File: src/rtl/hsl_pkg.sv
`timescale 1ns / 1ps

package hsl_pkg;

  // field and internal widths
  localparam int ChanW  = 8;
  localparam int PosW   = 11;   // hue position, one turn is 1536
  localparam int PivotW = 16;   // pivot levels in 2^16 units
  localparam int OffW   = 9;    // ramp offset, 0 to 256
  localparam int LevelW = 24;   // channel level in 2^24 units
  localparam int NumChan = 3;

  // hue positions in sixths of a turn scaled by 256
  localparam logic [PosW-1:0] TurnPos  = 11'd1536;
  localparam logic [PosW-1:0] ThirdPos = 11'd512;
  localparam logic [PosW-1:0] SixthPos = 11'd256;
  localparam logic [PosW-1:0] HalfPos  = 11'd768;
  localparam logic [PosW-1:0] Two3Pos  = 11'd1024;

  // channel indexes
  localparam int ChRed   = 0;
  localparam int ChGreen = 1;
  localparam int ChBlue  = 2;

  // per-channel interpolation control
  typedef struct packed {
    logic [OffW-1:0] off;      // multiplier for the span
    logic            use_high; // base is the top pivot
  } chan_ctl_t;

  // pick the ramp segment for one hue position
  function automatic chan_ctl_t chan_ctl(input logic [PosW-1:0] pos);
    chan_ctl_t c;
    logic [PosW-1:0] fall;
    fall = Two3Pos - pos;
    c.off = '0;
    c.use_high = 1'b0;
    if (pos < SixthPos) begin
      c.off = OffW'(pos);
    end else if (pos < HalfPos) begin
      c.use_high = 1'b1;
    end else if (pos < Two3Pos) begin
      c.off = OffW'(fall);
    end
    return c;
  endfunction

endpackage

File: src/rtl/hsl_in_if.sv
`timescale 1ns / 1ps

interface hsl_in_if;
  logic                       valid;
  logic                       ready;
  logic [hsl_pkg::ChanW-1:0]  hue;
  logic [hsl_pkg::ChanW-1:0]  saturation;
  logic [hsl_pkg::ChanW-1:0]  lightness;

  modport source (output valid, hue, saturation, lightness, input ready);
  modport sink (input valid, hue, saturation, lightness, output ready);
endinterface

File: src/rtl/hsl_rgb_if.sv
`timescale 1ns / 1ps

interface hsl_rgb_if;
  logic                       valid;
  logic                       ready;
  logic [hsl_pkg::ChanW-1:0]  red;
  logic [hsl_pkg::ChanW-1:0]  green;
  logic [hsl_pkg::ChanW-1:0]  blue;

  modport source (output valid, red, green, blue, input ready);
  modport sink (input valid, red, green, blue, output ready);
endinterface

File: src/rtl/hsl_to_rgb_converter.sv
`timescale 1ns / 1ps

// HSL to RGB pixel converter.
// hsl_in carries one pixel request (hue, saturation, lightness, each x/256)
// with valid/ready; rgb_out returns red, green, blue with valid/ready.
// A request is taken when valid and ready are both high.
// Five register stages: operand product and hue positions, pivot levels and
// segment select, span multiply, level add, scale by 255. A pixel shows on
// rgb_out from the scale register once it has passed through every stage in
// that order. One pixel can be accepted in every cycle while rgb_out is not
// stalled, so throughput is then one pixel per clock.
// Each stage holds its own valid bit and moves forward whenever the stage
// after it is empty or moving, so bubbles close up under a stall.
// When rgb_out is stalled, results back up stage by stage; hsl_in.ready
// drops only once all five stages hold pixels. Nothing is lost or repeated.
// Synchronous reset clears all valid bits; the block holds no other state
// and is ready for a request in the first cycle after reset.
// Zero saturation needs no special path: the pivots collapse to the
// lightness level and every channel comes out grey.
module hsl_to_rgb_converter (
  input  logic      clk,
  input  logic      rst,
  hsl_in_if.sink    hsl_in,
  hsl_rgb_if.source rgb_out
);

  localparam int ChanW  = hsl_pkg::ChanW;
  localparam int PosW   = hsl_pkg::PosW;
  localparam int PivotW = hsl_pkg::PivotW;
  localparam int LevelW = hsl_pkg::LevelW;
  localparam int NumChan = hsl_pkg::NumChan;
  localparam int ProdW  = PivotW + hsl_pkg::OffW;
  localparam int ScaleW = LevelW + ChanW;

  // stage valid bits and advance enables
  logic v1, v2, v3, v4, v5;
  logic en1, en2, en3, en4, en5;

  assign en5 = !v5 || rgb_out.ready;
  assign en4 = !v4 || en5;
  assign en3 = !v3 || en4;
  assign en2 = !v2 || en3;
  assign en1 = !v1 || en2;

  assign hsl_in.ready = en1;

  always_ff @(posedge clk) begin
    if (rst) begin
      v1 <= 1'b0;
      v2 <= 1'b0;
      v3 <= 1'b0;
      v4 <= 1'b0;
      v5 <= 1'b0;
    end else begin
      if (en1) v1 <= hsl_in.valid;
      if (en2) v2 <= v1;
      if (en3) v3 <= v2;
      if (en4) v4 <= v3;
      if (en5) v5 <= v4;
    end
  end

  // stage 1: lightness times saturation, hue positions
  logic [PivotW-1:0] prod1;
  logic [ChanW-1:0]  lv1, sv1;
  logic [PosW-1:0]   pos1 [NumChan];

  logic [PosW-1:0] pos6, posr_raw, posr, posb;

  always_comb begin
    pos6 = PosW'({hsl_in.hue, 2'b00}) + PosW'({hsl_in.hue, 1'b0});
    posr_raw = pos6 + hsl_pkg::ThirdPos;
    posr = (posr_raw > hsl_pkg::TurnPos) ? posr_raw - hsl_pkg::TurnPos : posr_raw;
    posb = (pos6 < hsl_pkg::ThirdPos) ? pos6 + (hsl_pkg::TurnPos - hsl_pkg::ThirdPos)
                                      : pos6 - hsl_pkg::ThirdPos;
  end

  always_ff @(posedge clk) begin
    if (en1) begin
      prod1 <= PivotW'(hsl_in.lightness * hsl_in.saturation);
      lv1 <= hsl_in.lightness;
      sv1 <= hsl_in.saturation;
      pos1[hsl_pkg::ChRed]   <= posr;
      pos1[hsl_pkg::ChGreen] <= pos6;
      pos1[hsl_pkg::ChBlue]  <= posb;
    end
  end

  // stage 2: pivot levels, span and segment per channel
  logic [PivotW-1:0]      high2, low2, span2;
  hsl_pkg::chan_ctl_t     ctl2 [NumChan];

  logic [PivotW-1:0] l256, s256, high_n, low_n, span_n, s_minus_p;

  always_comb begin
    l256 = {lv1, 8'b0};
    s256 = {sv1, 8'b0};
    s_minus_p = s256 - prod1;
    if (!lv1[ChanW-1]) begin
      // dark half
      high_n = l256 + prod1;
      low_n  = l256 - prod1;
      span_n = {prod1[PivotW-2:0], 1'b0};
    end else begin
      // light half
      high_n = l256 + s_minus_p;
      low_n  = l256 - s_minus_p;
      span_n = {s_minus_p[PivotW-2:0], 1'b0};
    end
  end

  always_ff @(posedge clk) begin
    if (en2) begin
      high2 <= high_n;
      low2  <= low_n;
      span2 <= span_n;
      for (int c = 0; c < NumChan; c++) begin
        ctl2[c] <= hsl_pkg::chan_ctl(pos1[c]);
      end
    end
  end

  // stage 3: span times ramp offset, base pivot
  logic [LevelW-1:0] mult3 [NumChan];
  logic [PivotW-1:0] base3 [NumChan];
  logic [ProdW-1:0]  mult_n [NumChan];

  always_comb begin
    for (int c = 0; c < NumChan; c++) begin
      mult_n[c] = ProdW'(span2) * ProdW'(ctl2[c].off);
    end
  end

  always_ff @(posedge clk) begin
    if (en3) begin
      for (int c = 0; c < NumChan; c++) begin
        mult3[c] <= mult_n[c][LevelW-1:0];
        base3[c] <= ctl2[c].use_high ? high2 : low2;
      end
    end
  end

  // stage 4: channel level in 2^24 units
  logic [LevelW-1:0] level4 [NumChan];

  always_ff @(posedge clk) begin
    if (en4) begin
      for (int c = 0; c < NumChan; c++) begin
        level4[c] <= {base3[c], 8'b0} + mult3[c];
      end
    end
  end

  // stage 5: floor(level * 255 / 2^24)
  logic [ChanW-1:0]  byte5 [NumChan];
  logic [ScaleW-1:0] scaled_n [NumChan];

  always_comb begin
    for (int c = 0; c < NumChan; c++) begin
      scaled_n[c] = {level4[c], 8'b0} - ScaleW'(level4[c]);
    end
  end

  always_ff @(posedge clk) begin
    if (en5) begin
      for (int c = 0; c < NumChan; c++) begin
        byte5[c] <= scaled_n[c][ScaleW-1:LevelW];
      end
    end
  end

  assign rgb_out.valid = v5;
  assign rgb_out.red   = byte5[hsl_pkg::ChRed];
  assign rgb_out.green = byte5[hsl_pkg::ChGreen];
  assign rgb_out.blue  = byte5[hsl_pkg::ChBlue];

  // input stalls only with every stage full and the output held
  a_stall_only_full: assert property (@(posedge clk) disable iff (rst)
    !hsl_in.ready |-> (v1 && v2 && v3 && v4 && v5 && !rgb_out.ready))
    else $error("input stalled with room in the pipeline");

  // a pixel moving out of stage 1 lands in stage 2
  a_stage_move: assert property (@(posedge clk) disable iff (rst)
    (v1 && en2) |=> v2)
    else $error("pixel dropped between stage 1 and stage 2");

  // top pivot never below bottom pivot
  a_pivot_order: assert property (@(posedge clk) disable iff (rst)
    v2 |-> (high2 >= low2))
    else $error("pivot levels out of order");

  // red level add never overflows 2^24
  a_level_range: assert property (@(posedge clk) disable iff (rst)
    v3 |-> ((25'({base3[hsl_pkg::ChRed], 8'b0}) + 25'(mult3[hsl_pkg::ChRed]))
            < 25'h1000000))
    else $error("red level overflow");

endmodule

File: src/flat_wrapper.sv
// flat-port wrapper written by rule: the top's interface ports become plain ports
module hsl_to_rgb_converter_flat 
  (clk, rst, hsl_in_valid, hsl_in_hue, hsl_in_saturation, hsl_in_lightness, hsl_in_ready, rgb_out_valid, rgb_out_red, rgb_out_green, rgb_out_blue, rgb_out_ready);
  hsl_in_if hsl_in_i ();
  hsl_rgb_if rgb_out_i ();
  input  logic clk;
  input  logic rst;
  input wire logic [$bits(hsl_in_i.valid)-1:0] hsl_in_valid;
  input wire logic [$bits(hsl_in_i.hue)-1:0] hsl_in_hue;
  input wire logic [$bits(hsl_in_i.saturation)-1:0] hsl_in_saturation;
  input wire logic [$bits(hsl_in_i.lightness)-1:0] hsl_in_lightness;
  output wire logic [$bits(hsl_in_i.ready)-1:0] hsl_in_ready;
  output wire logic [$bits(rgb_out_i.valid)-1:0] rgb_out_valid;
  output wire logic [$bits(rgb_out_i.red)-1:0] rgb_out_red;
  output wire logic [$bits(rgb_out_i.green)-1:0] rgb_out_green;
  output wire logic [$bits(rgb_out_i.blue)-1:0] rgb_out_blue;
  input wire logic [$bits(rgb_out_i.ready)-1:0] rgb_out_ready;
  assign hsl_in_i.valid = hsl_in_valid;
  assign hsl_in_i.hue = hsl_in_hue;
  assign hsl_in_i.saturation = hsl_in_saturation;
  assign hsl_in_i.lightness = hsl_in_lightness;
  assign hsl_in_ready = hsl_in_i.ready;
  assign rgb_out_valid = rgb_out_i.valid;
  assign rgb_out_red = rgb_out_i.red;
  assign rgb_out_green = rgb_out_i.green;
  assign rgb_out_blue = rgb_out_i.blue;
  assign rgb_out_i.ready = rgb_out_ready;
  hsl_to_rgb_converter u_core (.clk(clk), .rst(rst), .hsl_in(hsl_in_i), .rgb_out(rgb_out_i));
endmodule
File: config.mk
export PLATFORM = sky130hd
export DESIGN_NAME = hsl_to_rgb_converter_flat
export DESIGN_NICKNAME = d
export VERILOG_FILES = /design/src/rtl/hsl_pkg.sv /design/src/rtl/hsl_in_if.sv /design/src/rtl/hsl_rgb_if.sv /design/src/rtl/hsl_to_rgb_converter.sv /design/src/flat_wrapper.sv
export SDC_FILE = /design/constraint.sdc
export NUM_CORES = 1
export LEC_CHECK = 0
export BUFFER_PORTS_ARGS = -buffer_cell sky130_fd_sc_hd__clkbuf_2
export CAP_MARGIN = 20
export CORE_MARGIN = 3
export CORE_UTILIZATION = 50
export CTS_CLUSTER_SIZE = 40
export DETAILED_ROUTE_END_ITERATION = 8
export PLACE_DENSITY = 0.66
export SYNTH_ARGS = -nofsm -noshare
export SYNTH_HDL_FRONTEND = slang
export SYNTH_SLANG_ARGS = --single-unit
export TNS_END_PERCENT = 10
File: constraint.sdc
create_clock -name clk -period 12.62 [get_ports clk]
set_input_delay 1.262 -clock clk [delete_from_list [all_inputs] [get_ports clk]]
set_output_delay 1.262 -clock clk [all_outputs]
set_load 0.02 [all_outputs]
==> out/results.txt <==
The flow ran to the end, and the final reports show no timing, DRC or antenna violations. Summed over all nets, the half-perimeter wirelength after detailed placement is 51800 um. In the post-synthesis netlist, the biggest area contributors are edfxtp_1, fa_1, ha_1. In this run the worst setup path begins at u_core.high2[2]. The run gives 0 as the number of antenna violations at the first check in global routing.

The tree built by TritonCTS fans out to 318 sinks. Launching point of the worst reg2reg path: u_core.high2[2]. Summed over all instances, the cell type with the most area after synthesis is edfxtp_1. VDD sags by at most 122 uV.

The repair_antennas step left the layout with diodes totalling 0. In the post-synthesis netlist, the cell with the most instances is inv_1. Setup violations remaining at the end of the flow were counted as 0. The internal power of the cells totals 4.26 mW.

The run gives 3 as the largest buffer count on any clock path. The run gives 24.8% as the relative max-transition margin. In this run the tool buffered the top-level ports with 53 buffer cells. For this run, the top clock speed supported by timing is 0.169 GHz. The count of final hold-check violations is 0, and the total of max-cap violations is 0. The overall die area is 63700 um^2, and the I/O pin count is 54. The tools report the initial standard-cell utilization of the core as 51.0%. The logs give 3608 for the number of nets in the layout and 0 ns for the setup TNS.

Setup repair after global routing left no endpoint under its margin. The post-synthesis sequential element count was 318. TritonCTS built the clock tree. The share of total power dissipated in sequential elements is 30.5%. The floorplan has 89 rows.

The endpoint required time on the critical path was 12.94 ns. At the pin with the least slew margin, the transition time is 1.13 ns. In the synthesized netlist, the number of instances is 2969. In the synthesized netlist the dominant register cell turns out to be edfxtp_1. Remaining global-route overflow: 0. For the placer's final routability congestion estimate, the log shows 0.942.

Once layout is complete, the utilization of the core stands at 54.8%. Number of flops mapped to enable cells by yosys: 313. After synthesis, the share of flip-flops with an asynchronous set or reset is 0%. The design draws 7.57 mW. The switching power summed over all nets was 3.31 mW. Along the worst path, the maximum fanout reaches 27.

The share of the clock period used by the worst path after layout works out to 46.8%. After the first detailed-routing iteration, the DRC count stood at 1183. The count of nets left with antenna violations once routing finished came out at 0.

For this run, the slowest stage of the critical path takes 1.06 ns. The die is 252 um tall. Synthesis produced a netlist with a net count of 3584.

The time the worst path needs with I/O delays and setup works out to 5.91 ns. Dividing total power by cell area gives a power density of 232 nW/um^2. Total of hold buffers inserted after clock tree synthesis: 0. The first-pass iteration count of the detailed router was 5; the clock latency at the later pin of the worst-skew pair was 0.58 ns. For the part of the total power dissipated in combinational logic, the log shows 54.9%.

The tools report the via count of the first global-routing pass as 21500. The first global-routing pass estimated 111000 um of wire. The slowest cell on the critical path is edfxtp_1. The nature of the critical path endpoint is a register.

At the worst endpoint, the arrival time is 6.23 ns. Compared with the post-synthesis result, the final layout area differs by 7.50%. For this run, the register share of the synthesized area comes to 31.3%. Clock-pin slew was measured on the worst setup and hold paths at 0.07 ns.

For the maximum number of pins on one net before global-route repair, the log shows 75. After detailed routing, the average wire length per cell comes to 17.6 um. After detailed routing, the number of vias per cell comes to 5.49. For this design the static power due to leakage is 15.5 nW. The tools report the number of post-CTS setup repair buffers as 0. The top cell type's share of synthesized area was 31.0%. For the clock network fraction of design power, the log shows 14.6%. Cells with a size suffix above 1 make up 6.02% of the layout.

Traced cell by cell, the critical path runs through nand2_1 -> fa_1 -> fa_1 -> inv_1 -> ha_1 -> inv_1 -> fa_1 -> inv_1 -> ha_1 -> a211oi_1 -> o21ai_0 -> a2111oi_0 -> o41ai_1 -> o21ai_0 -> a21oi_1 -> xor2_1. Number of CTS-inserted buffers: 38. The synthesized netlist contains 73 unique library cells. The setup path with the least slack is of type register to register. The total wire length was 66800 um.

The logs give 0 for the count of synthesis-stage warnings from yosys and 0 for the total count of max-transition violations in the final report. The tools report the netlist area before placement as 30400 um^2. The startpoint identified for the worst hold timing path is u_core.mult3[0][51]. In this run the horizontal extent of the chip is 252 um. Global routing used 21.6% of the available tracks.

CTS built an H-tree with a depth of 2. The final setup skew is 0.0362 ns, and the total vias in the final route is 20800. The DRC violations left is 0, and the quantity of gates resized following cts is 0. The cell sitting at the root of the clock tree is a clkbuf_16. The tools report the kind of start point of the critical path as a register. The path class of the tightest hold or removal check is register to register.

Net switching is 43.7% of the power. By count the netlist is led by inv_1, and2_1, edfxtp_1. The average cell area after synthesis is 10.2 um^2, and the core area is 59600 um^2.
-- layout make-up --
cell class | instances | area, um^2
Clock buffer | 46 | 1000
Tap cell | 773 | 967
Timing Repair Buffer | 65 | 375
Clock inverter | 22 | 233
Sequential cell | 318 | 9500
Inverter | 504 | 1890
Fill cell | 5163 | 26900
Multi-Input combinational cell | 2066 | 18700
-- sequential cells by signal, summed over array words and instances, names as in the netlist --
| signal | cells |
|---|---|
| u_core.rgb_out.valid | 1 |
| u_core.v1 | 1 |
| u_core.low2 | 16 |
| u_core.level4 | 66 |
| u_core.mult3 | 66 |
| u_core.high2 | 15 |
| u_core.ctl2 | 27 |
| u_core.v2 | 1 |
| u_core.pos1 | 14 |
| u_core.lv1 | 8 |
| u_core.v4 | 1 |
| u_core.base3 | 46 |
| u_core.sv1 | 8 |
| u_core.prod1 | 16 |
| u_core.v3 | 1 |
| u_core.span2 | 7 |
| u_core.byte5 | 24 |
-- critical path: cells and delay by family, from the launching register on --
kind | cells | cell delay [ns]
AO/OA/AOI/OAI | 6 | 1.92
buffers and inverters | 3 | 0.16
flip-flops | 1 | 1.06
AND/OR/NAND/NOR | 1 | 0.18
adder cells (fa/ha/maj) | 5 | 2.16
XOR/XNOR | 1 | 0.17
-- logic make-up (layout without fill, tap and decap cells) --
| group | count (synthesis) | count (layout) | synth area share (%) |
|---|---|---|---|
| and+or+nand+nor | 834 | 834 | 14.6 |
| DFF | 318 | 318 | 31.3 |
| buffers and inverters | 585 | 637 | 7.26 |
| muxes | 50 | 50 | 1.84 |
| xor gates and xnor gates | 161 | 161 | 4.67 |
| adders and majority gates | 587 | 587 | 31.0 |
| AOI/OAI and AO/OA | 434 | 434 | 9.39 |
-- layer usage --
| layer | share of wire [%] | wire length [um] | vias to the layer above | GRT usage (%) |
|---|---|---|---|---|
| li1 | - | - | 9900 | - |
| met5 | 0 | 0 | - | 0 |
| met4 | 3.1 | 2060 | 0 | 6.76 |
| met2 | 48 | 31800 | 474 | 35.9 |
| met1 | 45 | 30000 | 10300 | 29.5 |
| met3 | 4.4 | 2960 | 108 | 2.83 |
-- power groups by stage --
stage	clock [mW]	sequential (mW)	combinational [mW]
floorplan	0	2.05	3.24
global placement	0	2.31	4.00
detailed placement	0	2.32	4.12
CTS	1.14	2.31	4.16
global route	1.18	2.36	4.73
finish	1.11	2.31	4.16
-- placed cells by master, fill, tap and decap left out, types with 22 or more instances in the layout --
master,instances
nand2b_1,23
nand2_1,168
ha_1,312
o21a_1,25
o21ai_0,76
inv_1,503
a21o_1,51
nor3_1,30
a21oi_1,126
nand3_1,26
clkbuf_2,53
mux2_2,47
edfxtp_1,313
xnor2_1,119
xor2_1,41
and2_1,334
clkbuf_16,39
fa_1,275
nor2b_1,30
nor2_1,146
a211oi_1,22
-- per-stage QoR --
| stage | cell area, um^2 | hold WS (ns) | instances | setup WS (ns) |
|---|---|---|---|---|
| 3_5_place_dp | 31400 | 0.405 | 3725 | 6.80 |
| 6_report | 32600 | 0.415 | 3794 | 6.71 |
| 4_1_cts | 32600 | 0.415 | 3793 | 6.76 |
| 5_1_grt | 32600 | 0.426 | 3794 | 6.38 |
| 3_3_place_gp | 31400 | 0.403 | 3725 | 6.86 |
| 2_1_floorplan | 30400 | 0.400 | 2969 | 7.40 |
-- final timing paths --
path	to	slack, ns	cells after the start
hold / removal	u_core.level4[0][51]	0.42	0
setup reg to reg	u_core.mult3[0][69]	6.71	16
hold reg to reg	u_core.level4[0][51]	0.42	0
setup / recovery	u_core.mult3[0][69]	6.71	16
Power figures use the tool's default switching activity.
